==> src/lavs_pkg.sv <==
// Package for the linear aim vector solve block: payload structs, cell
// state structs and fixed-point constants. No dependencies.
`default_nettype none
package lavs_pkg;

  // Fractional bits of the input coordinate and speed format.
  localparam int FRAC_BITS = 16;
  // Distances below this many LSB are treated as degenerate.
  localparam int DEGEN_LIMIT = ((1 << FRAC_BITS) + 9999) / 10000;

  // Square root: 34 result bits, one per cell.
  localparam int SQ_STEPS = 34;
  localparam int SQ_REM_W = 36;
  localparam int SQ_RAD_W = 2 * SQ_STEPS;
  localparam int DIST_W   = SQ_STEPS;

  // Division: 63 quotient bits, one per cell.
  localparam int DIV_STEPS = 63;
  localparam int DIV_W     = DIV_STEPS;
  localparam int TIME_W    = 48;

  typedef struct packed {
    logic signed [31:0] origin_x;
    logic signed [31:0] origin_y;
    logic signed [31:0] origin_z;
    logic signed [31:0] target_x;
    logic signed [31:0] target_y;
    logic signed [31:0] target_z;
    logic signed [31:0] speed;
  } in_t;

  typedef struct packed {
    logic signed [31:0]  aim_x;
    logic signed [31:0]  aim_y;
    logic signed [31:0]  aim_z;
    logic [DIST_W-1:0]   distance;
    logic [TIME_W-1:0]   flight_time;
    logic signed [31:0]  speed_echo;
    logic                degenerate;
  } out_t;

  // State handed from one square root cell to the next.
  typedef struct packed {
    logic [SQ_REM_W-1:0] rem;
    logic [DIST_W-1:0]   root;
    logic [SQ_RAD_W-1:0] rad;
  } sqrt_t;

  // State handed from one divider cell to the next; the numerator shifts
  // out at the top while quotient bits shift in at the bottom.
  typedef struct packed {
    logic [DIST_W-1:0] rem;
    logic [DIV_W-1:0]  nq;
    logic [DIST_W-1:0] dvs;
  } div_t;

endpackage
`default_nettype wire

==> src/lavs_div_cell.sv <==
// One restoring divider cell: settles one quotient bit per clock.
// Depends on lavs_pkg.
`default_nettype none
module lavs_div_cell (
  input  wire logic           clk_i,
  input  wire lavs_pkg::div_t d_i,
  output lavs_pkg::div_t      d_o
);

  logic [lavs_pkg::DIST_W:0] sh;
  logic                      qbit;
  lavs_pkg::div_t            nxt_d, nxt_q;

  // Shift the next numerator bit into the remainder and subtract if it fits.
  always_comb begin
    sh   = {d_i.rem, d_i.nq[lavs_pkg::DIV_W-1]};
    qbit = (sh >= {1'b0, d_i.dvs});
    nxt_d.dvs = d_i.dvs;
    nxt_d.nq  = {d_i.nq[lavs_pkg::DIV_W-2:0], qbit};
    if (qbit) begin
      nxt_d.rem = lavs_pkg::DIST_W'(sh - {1'b0, d_i.dvs});
    end else begin
      nxt_d.rem = sh[lavs_pkg::DIST_W-1:0];
    end
  end

  always_ff @(posedge clk_i) begin
    nxt_q <= nxt_d;
  end

  assign d_o = nxt_q;

endmodule
`default_nettype wire

==> config.mk <==
export PLATFORM = sky130hd
export DESIGN_NAME = lavs_div_cell
export DESIGN_NICKNAME = d
export VERILOG_FILES = /design/src/lavs_pkg.sv /design/src/lavs_div_cell.sv
export SDC_FILE = /design/constraint.sdc
export NUM_CORES = 1
export LEC_CHECK = 0
export ABC_AREA = 1
export BUFFER_PORTS_ARGS = -buffer_cell sky130_fd_sc_hd__buf_2
export CORE_MARGIN = 2
export CORE_UTILIZATION = 47
export DETAILED_ROUTE_END_ITERATION = 7
export HOLD_SLACK_MARGIN = 0.08
export PLACE_DENSITY_LB_ADDON = 0.12
export RECOVER_POWER = 25
export SETUP_SLACK_MARGIN = 0.05
export SYNTH_ARGS = -nofsm -noshare
export SYNTH_HDL_FRONTEND = slang
export SYNTH_SLANG_ARGS = --single-unit
==> constraint.sdc <==
create_clock -name clk_i -period 2 [get_ports clk_i]
set_clock_uncertainty 0.05 [all_clocks]
set_input_delay 0.2 -clock clk_i [delete_from_list [all_inputs] [get_ports clk_i]]
set_output_delay 0.2 -clock clk_i [all_outputs]
set_load 0.005 [all_outputs]
; Yosys cells after proc, flatten, opt, wreduce, memory -nomap -nowiden
; Cells that the tools add are included.
[op_classes]
n_addsub = 1
order_cmp = 1
muxes = 1
[op_table]
columns = op, count
row1 = greater-or-equal comparator 35 x 34 -> 1 bit, 1
row2 = 2-to-1 mux 34 bit, 1
row3 = subtractor 34 bit, 1
[word_totals]
reg_bits = 131
elab_cells = 6

; Logic depth before layout (Yosys ltp)
[depth]
ltp_word = 2
ltp_mapped = 16
ltp_nobuf = 15

; Worst setup path after synthesis
; OpenSTA, ideal clock, no wires.
[synth_path]
path_kind = input to register
start = input d_i[96] in the netlist's numbering
end = register nxt_q, in the netlist d_o[117]
setup_time_ns = 0.113
t_arrival_ns = 1.664
t_required_ns = 1.837
setup_slack_ns = 0.173
cell_stages = 14
path_buffers = 0
path_cell_list = inv_1 -> ha_1 -> inv_1 -> fa_1 -> nand3_1 -> nand3_1 -> nand2_1 -> nand2_1 -> nand2_1 -> nand2_1 -> nand3_1 -> nand3b_1 -> nand3_1 -> nand2_1
[synth_lines]
columns = item, line
row1 = "start, declared", lavs_div_cell.sv:6  ; input wire lavs_pkg::div_t d_i,
row2 = "end signal, assigned", lavs_div_cell.sv:28  ; nxt_q <= nxt_d;
row3 = "end, declared", lavs_div_cell.sv:12  ; lavs_pkg::div_t nxt_d, nxt_q;

==> results.ini <==
[status]
outcome = finished, final reports clean

[die]
die_area_um2 = 13060
core_area_um2 = 11960
row_count = 40
die_y_um = 114.3
start_util = 0.4780
die_w_um = 114.3
io_pins = 263

[cells_and_area]
nNetsFinal = 1426
area_growth_pct = 70.18
mostFrequentLayoutCells = 280 x nand2_1, 248 x buf_2, 131 x inv_1, 131 x dfxtp_1, 130 x dlygate4sd3_1
fillers = 766
layout-drive-gt1-share = 0.3027
largest_reg_flops = 131
fin_area_um2 = 9731
post-route-util = 0.8135
layout_commonest_cell = nand2_1

[drt]
totalWireLength_um = 24780
drc_errors = 0
vias = 7043
drt_pass1_iterations = 5
drt_iter0_drc = 551
wire_per_inst_um = 17.44
viasPerCell = 4.956
ant_nets = 0

[yosys]
yosys_warnings = 0
synth-seq-cells = 131
syn_nets = 939
synth-seq-area-share = 0.4586
synth_area_per_cell_um2 = 7.407
syn_area_um2 = 5718
synth.distinct_cells = 29
synthCells = 772

[power]
clkPwrFrac = 0.403
p_int_mw = 5.819
comb_power_share = 0.238
pwr_density_cell_nw_per_um2 = 841.7
p_sw_mw = 2.371
ir_worst_vdd_uv = 609.4
pwr-share-seq = 0.359
power_mw = 8.190
swShare = 0.2895
power_leakage_nw = 5.417

[timing]
fmax_mhz = 511.3
report.final.slew_viol_count = 0
worst_slack_ns = 0.04415
fin_crit_ns = 1.956
setup-violations-final = 0
hold_viol_final = 0
period_share = 0.9779
max-slew-margin-rel = 0.6836
hold_ws_ns = 0.1385
tightest_slew_ns = 0.4696

[job]
maxCapViolCount = 0

[place]
gp_congestion = 0.9361
dp_hpwl_um = 14590
place_area_um2 = 7831
place.port_buffers = 262
place_ws_ns = -0.1244

[critical_path]
worst_path_most_repeated_cell = nand2_1
crit_slowest_cell = ha_1
critPathMaxStageDelay_ns = 0.35
cp-end-kind = flop
path_class = input port to flop
cp_max_fo = 4
crit_chain = clkbuf_1, inv_1, ha_1, nand2_1, nand2_1, nand2_1, nand2_1, buf_4, a21oi_1, nor2_1, nor2_1, nand3_1, nand3_1, nand2_1
crit_arrival_ns = 2.21
worst_setup_path_start_kind = input port
worstPathRequired_ns = 2.26

[global_route]
first_global_vias = 7173
grt_pass1_wl_um = 36820
grt_max_degree = 21
grtUsageTotal = 0.3707
antenna_found_initial = 2
grt.overflow.total = 0

[clock_tree]
h-tree-depth = 4
clkTransAtPathRegs_ns = 0.06
ctsResizeCount = 0
cts_tree = done
post_cts_buffers = 0
cts_sinks = 131
cts_buffers = 17
cts-root-buf = clkbuf_16
cts_buffer_depth = 2

[worst_hold_path]
hold_class = input port to flop

==> worst paths after layout <==
kind                     from       end  slack [ns]  cells after the start
worst min-delay path  d_i[97]   d_o[98]        0.14                      4
worst max-delay path  d_i[16]  d_o[128]        0.04                     14
==> layout make-up <==
type,count,area [µm²],area share
Tap cell,147,183.9,0.01890
Clock inverter,11,150.1,0.01543
Sequential cell,131,2623,0.2695
Timing Repair Buffer,474,3273,0.3364
Antenna cell,2,5.005,0.0005143
Multi-Input combinational cell,501,2530,0.2600
Clock buffer,21,460.4,0.04732
Inverter,134,505.5,0.05195
==> critical path: cells and delay by family <==
family                     cells  cell delay, ns
adders and majority gates      1            0.35
AOI/OAI and AO/OA              1            0.22
and+or+nand+nor                9            1.11
buffers and inverters          3            0.33
==> through the flow <==
step	instances	TNS [ns]
6_report	1421	0
5_1_grt	1421	-0.01842
4_1_cts	1419	0
3_5_place_dp	1257	-2.547
3_3_place_gp	1257	-2.452
2_1_floorplan	772	0
==> Yosys cell counts <==
| cell | count | area (µm²) |
|---|---|---|
| nor2_2 | 2 | 12.51 |
| xnor2_1 | 3 | 26.28 |
| nand2_8 | 1 | 20.02 |
| nand2_2 | 12 | 75.07 |
| buf_4 | 3 | 22.52 |
| nor2_4 | 1 | 11.26 |
| nand4_1 | 4 | 25.02 |
| dfxtp_1 | 131 | 2623 |
| ha_1 | 34 | 425.4 |
| buf_6 | 2 | 22.52 |
| nand3_2 | 1 | 10.01 |
| buf_8 | 1 | 15.01 |
| a21oi_2 | 2 | 17.52 |
| inv_1 | 131 | 491.7 |
| nor4_4 | 1 | 21.27 |
| o21ai_0 | 12 | 60.06 |
| nand3_1 | 32 | 160.2 |
| nor2_1 | 56 | 210.2 |
| fa_1 | 1 | 20.02 |
| nand3b_1 | 7 | 52.55 |
| nand2_4 | 1 | 11.26 |
| nor3_1 | 7 | 35.03 |
| inv_2 | 2 | 7.510 |
| o21bai_1 | 3 | 22.52 |
| inv_4 | 1 | 6.260 |
| xor2_1 | 15 | 131.4 |
| or2_2 | 1 | 6.260 |
| a21oi_1 | 25 | 125.1 |
| nand2_1 | 280 | 1051 |
==> logic make-up (layout without fill, tap and decap cells) <==
| family | after synthesis | after routing | share of synthesized area |
|---|---|---|---|
| flip-flops | 131 | 131 | 0.4586 |
| AND/OR/NAND/NOR | 406 | 406 | 0.2976 |
| adder cells (fa/ha/maj) | 35 | 35 | 0.07790 |
| other | 0 | 2 | 0 |
| buffers and inverters | 140 | 640 | 0.09891 |
| AO/OA/AOI/OAI | 42 | 42 | 0.03939 |
| XOR/XNOR | 18 | 18 | 0.02757 |
==> per-layer routing <==
metal,track usage,vias to the layer above,routed length [µm]
li1,-,3318,-
met1,0.4222,3206,9487
met2,0.6357,417,11880
met3,0.1027,102,2134
met4,0.1902,0,1282
met5,0,-,0
==> power by group through the flow <==
stage | clock (mW) | combinational, mW | sequential [mW]
2_1_floorplan | 0 | 0.741 | 3.01
3_3_place_gp | 0 | 1.61 | 2.96
3_5_place_dp | 0 | 1.63 | 2.96
4_1_cts | 3.26 | 1.84 | 2.91
5_1_grt | 3.41 | 2.11 | 2.95
6_report | 3.30 | 1.95 | 2.94
==> repair_timing <==
item	CTS	global route
endpoints found under the setup margin	0	0
endpoints found under the hold margin	130	0
hold buffers	130	0
Power figures use the tool's default switching activity.
