File: config.mk
export PLATFORM = sky130hd
export DESIGN_NAME = lavs_sqrt_cell
export DESIGN_NICKNAME = d
export VERILOG_FILES = /design/src/lavs_pkg.sv /design/src/lavs_sqrt_cell.sv
export SDC_FILE = /design/constraint.sdc
export NUM_CORES = 1
export LEC_CHECK = 0
export BUFFER_PORTS_ARGS = -buffer_cell sky130_fd_sc_hd__buf_2
export CELL_PAD_IN_SITES_DETAIL_PLACEMENT = 1
export CELL_PAD_IN_SITES_GLOBAL_PLACEMENT = 2
export CORE_MARGIN = 2
export CORE_UTILIZATION = 26
export CTS_BUF_LIST = sky130_fd_sc_hd__clkbuf_2
export DETAILED_ROUTE_END_ITERATION = 10
export GPL_ROUTABILITY_DRIVEN = 0
export PLACE_DENSITY = 0.81
export SETUP_SLACK_MARGIN = 0.5
export SLEW_MARGIN = 20
export SYNTH_ARGS = -nofsm -noshare
export SYNTH_HDL_FRONTEND = slang
export SYNTH_SLANG_ARGS = --single-unit
File: constraint.sdc
create_clock -name clk_i -period 3.1 [get_ports clk_i]
set_clock_uncertainty 0.1 [all_clocks]
set_input_delay 0 -clock clk_i [delete_from_list [all_inputs] [get_ports clk_i]]
set_output_delay 0 -clock clk_i [all_outputs]
set_load 0.005 [all_outputs]
File: src/lavs_pkg.sv
// Package for the linear aim vector solve block: payload structs, cell
// state structs and fixed-point constants. No dependencies.
`default_nettype none
package lavs_pkg;

  // Fractional bits of the input coordinate and speed format.
  localparam int FRAC_BITS = 16;
  // Distances below this many LSB are treated as degenerate.
  localparam int DEGEN_LIMIT = ((1 << FRAC_BITS) + 9999) / 10000;

  // Square root: 34 result bits, one per cell.
  localparam int SQ_STEPS = 34;
  localparam int SQ_REM_W = 36;
  localparam int SQ_RAD_W = 2 * SQ_STEPS;
  localparam int DIST_W   = SQ_STEPS;

  // Division: 63 quotient bits, one per cell.
  localparam int DIV_STEPS = 63;
  localparam int DIV_W     = DIV_STEPS;
  localparam int TIME_W    = 48;

  typedef struct packed {
    logic signed [31:0] origin_x;
    logic signed [31:0] origin_y;
    logic signed [31:0] origin_z;
    logic signed [31:0] target_x;
    logic signed [31:0] target_y;
    logic signed [31:0] target_z;
    logic signed [31:0] speed;
  } in_t;

  typedef struct packed {
    logic signed [31:0]  aim_x;
    logic signed [31:0]  aim_y;
    logic signed [31:0]  aim_z;
    logic [DIST_W-1:0]   distance;
    logic [TIME_W-1:0]   flight_time;
    logic signed [31:0]  speed_echo;
    logic                degenerate;
  } out_t;

  // State handed from one square root cell to the next.
  typedef struct packed {
    logic [SQ_REM_W-1:0] rem;
    logic [DIST_W-1:0]   root;
    logic [SQ_RAD_W-1:0] rad;
  } sqrt_t;

  // State handed from one divider cell to the next; the numerator shifts
  // out at the top while quotient bits shift in at the bottom.
  typedef struct packed {
    logic [DIST_W-1:0] rem;
    logic [DIV_W-1:0]  nq;
    logic [DIST_W-1:0] dvs;
  } div_t;

endpackage
`default_nettype wire

File: src/lavs_sqrt_cell.sv
// One restoring square root cell: settles one root bit per clock.
// Depends on lavs_pkg.
`default_nettype none
module lavs_sqrt_cell (
  input  wire logic            clk_i,
  input  wire lavs_pkg::sqrt_t d_i,
  output lavs_pkg::sqrt_t      d_o
);

  localparam int SQ_REM_W = lavs_pkg::SQ_REM_W;

  logic [SQ_REM_W+1:0] cur, trial;
  lavs_pkg::sqrt_t     nxt_d, nxt_q;

  // Bring in the next radicand pair and try the root bit as one.
  always_comb begin
    cur   = {d_i.rem, d_i.rad[lavs_pkg::SQ_RAD_W-1 -: 2]};
    trial = (SQ_REM_W + 2)'({d_i.root, 2'b01});
    nxt_d.rad = d_i.rad << 2;
    if (cur >= trial) begin
      nxt_d.rem  = SQ_REM_W'(cur - trial);
      nxt_d.root = {d_i.root[lavs_pkg::DIST_W-2:0], 1'b1};
    end else begin
      nxt_d.rem  = cur[SQ_REM_W-1:0];
      nxt_d.root = {d_i.root[lavs_pkg::DIST_W-2:0], 1'b0};
    end
  end

  always_ff @(posedge clk_i) begin
    nxt_q <= nxt_d;
  end

  assign d_o = nxt_q;

endmodule
`default_nettype wire

==> summary.md, run 1 <==
| Metric | Value |
|---|---|
| Starting Density | between 20% and 30% |
| Post-CTS sizing | 0 |
| Flop and latch count out of synthesis | 136 |
| Mapped Area | around 5300 sq um |
| Synth Area in Compound Gates | 18.8% |
| Err | [ERROR RSZ-0060] Max buffer count reached. |
| Synth Area in XOR/XNOR | 4.92% |
| YS warnings | 0 |
| Synth area leaders | dfxtp_1 51%, ha_1 8.4%, nand2_1 4.0% |
| Post-DP Area | about 7000 sq um |
| Stopped at | clock tree synthesis (4_1_cts) |
| Port Buffers | between 200 and 300 |
| Adder-Cell Fraction of Synth Area | under 10% |
| Synth Area in Simple Gates | 10.6% |
| I/O pins | 277 |
| Post-CTS setup buffers | 0 |
| FP Rows | 52 |
| Mux contribution to synthesized area | less than 1% |
| Cells after Synth | ~540 |
| Status | stopped before the end |
| Synth Area per Inst | slightly below 10 sq um |
| H-tree lvl count | 4 |
| CTS max path bufs | 2 |
| Cts hold-fix bufs | approximately 220 |
| Sequential share of the synthesized area | 51.0% |
| Clock sink total | approximately 140 |
| Async SR Flop Fraction | 0% |
| Largest family of logic cells by synthesized area | compound AO/OA/AOI/OAI gates |
| Die X-Extent | approximately 150 microns |
| HPWL Detailed | ~14000 microns |
| Most common flop cell mapped by yosys | dfxtp_1 |
| Die Height | ~150 microns |
| CTS Root Cell | clkbuf_2 |
| CTS Buf Count | 17 |
| Cell variety after synth | 56 |
| Post-synth EDFFs | 0 |
| Synth top area share | between 50% and 60% |
| Largest area contributor in the netlist | dfxtp_1 |
[synthesized netlist by cell type (2+ instances only)]
cell,instances
a2111o_1,2
a2111oi_0,3
a211oi_1,2
a21o_1,14
a21oi_1,38
a221o_1,2
a31oi_1,7
and3_1,3
buf_4,5
buf_8,3
clkbuf_1,6
dfxtp_1,136
ha_1,36
inv_1,44
mux2_1,2
mux2i_1,2
nand2_1,57
nand2b_1,4
nand3_1,9
nand4_1,6
nor2_1,23
nor2b_1,8
nor3_1,6
nor3b_1,2
nor4_1,2
o211ai_1,3
o21a_1,5
o21ai_0,22
o21ai_1,7
o21ai_2,22
o21bai_1,4
o41ai_1,2
xnor2_1,17
xor2_1,13
[logic make-up after synthesis]
group | after synthesis
buffers and inverters | 60
XOR/XNOR | 30
flip-flops | 136
multiplexers | 4
adder cells (fa/ha/maj) | 36
other | 1
AO/OA/AOI/OAI | 147
AND/OR/NAND/NOR | 125
[stage by stage]
stage,std cells,hold slack (ns),setup slack (ns)
floorplan,540,-0.0723,0.516
global placement,1079,0.00221,0.310
detailed placement,1079,0.00411,0.142
==> run 2, diff against run 1 <==
- CELL_PAD_IN_SITES_DETAIL_PLACEMENT: 1 -> not set
- CELL_PAD_IN_SITES_GLOBAL_PLACEMENT: 2 -> not set
- CORE_UTILIZATION: 26 -> 40
- CTS_BUF_LIST: sky130_fd_sc_hd__clkbuf_2 -> not set
- PLACE_DENSITY: 0.81 -> not set
- PLACE_DENSITY_LB_ADDON: not set -> 0.15
- SETUP_SLACK_MARGIN: 0.5 -> not set
==> run 2 against run 1 <==
The run now ends clean. Synthesized cell count is the same. Synthesized area is the same.
==> summary.md, run 2 <==
| Metric | Value |
|---|---|
| Status | completed |
| VDD IR max | 343 uV |
| Nets | ~1100 |
| Starting Density | about 41% |
| Met1 usage | between 20 and 30% |
| Max Clk Rate | 335 MHz |
| FP Rows | 42 |
| Met3 usage | 7.41% |
| Fin area | slightly below 9000 sq um |
| # placed instances | ~980 |
| Relative max-transition margin | 58.1% |
| DRC errors left | 0 |
| HPWL Detailed | roughly 12000 microns |
| Total number of vias | ~5500 |
| Sequential share of the synthesized area | 51.0% |
| Mapped Area | approximately 5300 sq um |
| Antenna Nets Post-Route | 0 |
| CTS Buf Count | 17 |
| Max Cap Viol | 0 |
| Vias in the first global route | 5662 |
| CTS max path bufs | 2 |
| Post-DP Area | a little under 7000 sq um |
| Via/cell ratio | between 4 and 5 |
| Clock sink total | 136 |
| Final core utilization | about two thirds |
| Most Crowded Layer GR | met2 |
| Total grt overflow | 0 |
| Pleak | about 4.3 nW |
| Antenna violations before repair | 0 |
| Period utilization | between 90% and 100% |
| M2 GR Usage | 43.8% |
| Fin. max-slew vios | 0 |
| Top cells by count, synth | 136 x dfxtp_1, 57 x nand2_1, 44 x inv_1, 38 x a21oi_1, 36 x ha_1 |
| Synth area leaders | dfxtp_1 51%, ha_1 8.4%, nand2_1 4.0% |
| Die Height | ~120 microns |
| Min cycle time layout | approximately 3 ns |
| Synth top area share | 51.0% |
| Pre-antenna DRT Iters | 4 |
| Drt first-iter violations | ~230 |
| Adder-Cell Fraction of Synth Area | 8.44% |
| CTS Root Cell | clkbuf_16 |
| Die X-Extent | ~120 microns |
| Max reg flops | roughly 140 |
| Largest area contributor in the netlist | dfxtp_1 |
| Port Buffers | approximately 270 |
| Synth Area in Compound Gates | 18.8% |
| CP Class | in2reg |
| Mux contribution to synthesized area | 0.797% |
| Async SR Flop Fraction | 0% |
| YS warnings | 0 |
| Largest family of logic cells by synthesized area | compound AO/OA/AOI/OAI gates |
| Largest net degree at the start of global routing | 29 |
| Worst-path cell chain | dlygate4sd3_1 -> buf_2 -> inv_1 -> ha_2 -> a2111o_1 -> o21ai_2 -> o41a_2 -> o21ai_2 -> a31o_4 -> a211oi_4 -> buf_4 -> buf_12 -> mux2_1 |
| Most common cell in the netlist | dfxtp_1 |
| First-pass GRT wire length | about 28000 microns |
| Post-synth EDFFs | 0 |
| Die footprint | roughly 14000 sq um |
| Flop and latch count out of synthesis | about 140 |
| Min-delay worst type | in2reg |
| Drt wl/cell | around 16 microns |
| Most frequent cells in the layout | 274 x buf_2, 136 x dfxtp_1, 136 x dlygate4sd3_1 |
| I/O pins | 277 |
| Commonest non-fill, non-tap cell in the layout | buf_2 |
| Synth Area per Inst | between 9 and 10 sq um |
| Fin cells | ~1100 |
| ANT cells | 0 |
| Final Setup Violations | 0 |
| CP startpoint kind | primary input |
| Final hold vios | 0 |
| Worst-margin pin slew | around 0.62 ns |
| GRT Total Usage | between 20% and 30% |
| H-tree lvl count | 4 |
| Synth Area in Simple Gates | about a tenth |
| Synth Area in XOR/XNOR | 4.92% |
| WHS | 0.00808 ns |
| WP data arrival | between 3 and 4 ns |
| TritonCTS clock tree | yes |
| PD cells | around 570 nW/um^2 |
| Area Overhead vs Synth | 66.3% |
| Layout cells sized above 1 | roughly a third |
| Crit end category | register |
| Most common flop cell mapped by yosys | dfxtp_1 |
| CP max FO | 27 |
| Largest stage delay, worst path | roughly 0.53 ns |
| Cells after Synth | around 540 |
| Setup TNS | 0 ns |
| Cell variety after synth | 56 |
| Worst-path clk slew | approximately 0.060 ns |
| Critical path data required time | roughly 3.3 ns |
| Critical-path top delay cell | dlygate4sd3_1 |
| Core area | 13100 sq um |
| Most used cell, CP | o21ai_2 |
| Routed WL | between 15000 and 20000 microns |
==> run 2: cell counts after synthesis <==
Identical to the previous run, type by type.
==> run 2: timing repair <==
| action | 4_1_cts | 5_1_grt |
|---|---|---|
| buffers inserted | 0 | 1 |
| hold endpoints to repair | 135 | 0 |
| resized for setup | 0 | 5 |
| endpoints found under the setup margin | 0 | 7 |
| hold buffers | 136 | 0 |
==> run 2: final timing paths <==
path | start | endpoint | slack [ns] | cells past startpoint
min | d_i[136] | d_o[136] | 0.008 | 4
max | d_i[73] | d_o[114] | 0.12 | 13
==> run 2: worst max-delay path: cells and delay by family <==
family	cells	cell delay [ns]
compound gates	6	1.48
fa+ha+maj	1	0.31
buf+inv	5	1.04
mux	1	0.33
==> run 2: report_power, final <==
group          switching [W]  internal, W
logic               0.000509     0.000531
clock network       0.000794      0.00127
registers          0.0000443      0.00192
total                0.00135      0.00372
==> run 2: routing by layer <==
metal / wire length [microns] / share of wire [%] / vias to the layer above
met5: 0 / 0 / -
li1: - / - / 2704
met3: 1250 / 7.0 / 46
met2: 8840 / 49 / 219
met4: 745 / 4.2 / 0
met1: 7080 / 40 / 2500
==> run 2: through the flow <==
stage | setup slack [ns] | power [W]
finish | 0.115 | 0.00507
global route | -0.0158 | 0.00528
CTS | 0.140 | 0.00507
detailed placement | 0.265 | 0.00287
global placement | 0.349 | 0.00287
floorplan | 0.516 | 0.00249
==> run 2: kinds of logic (layout without fill, tap and decap cells) <==
group / count (synthesis) / after routing
AOI/OAI and AO/OA: 147 / 147
DFF: 136 / 136
and+or+nand+nor: 125 / 125
buffers and inverters: 60 / 493
adders and majority gates: 36 / 36
xor gates and xnor gates: 30 / 30
muxes: 4 / 4
other: 1 / 2
==> run 2: layout make-up <==
cell class,instances,area [sq um]
clock buffer,17,425
clock inverter,14,174
fill,1035,4260
inverter,44,165
multi-input combinational,344,2350
sequential,136,2720
tap,176,220
timing repair buffer,418,2820
Power figures use the tool's default switching activity.
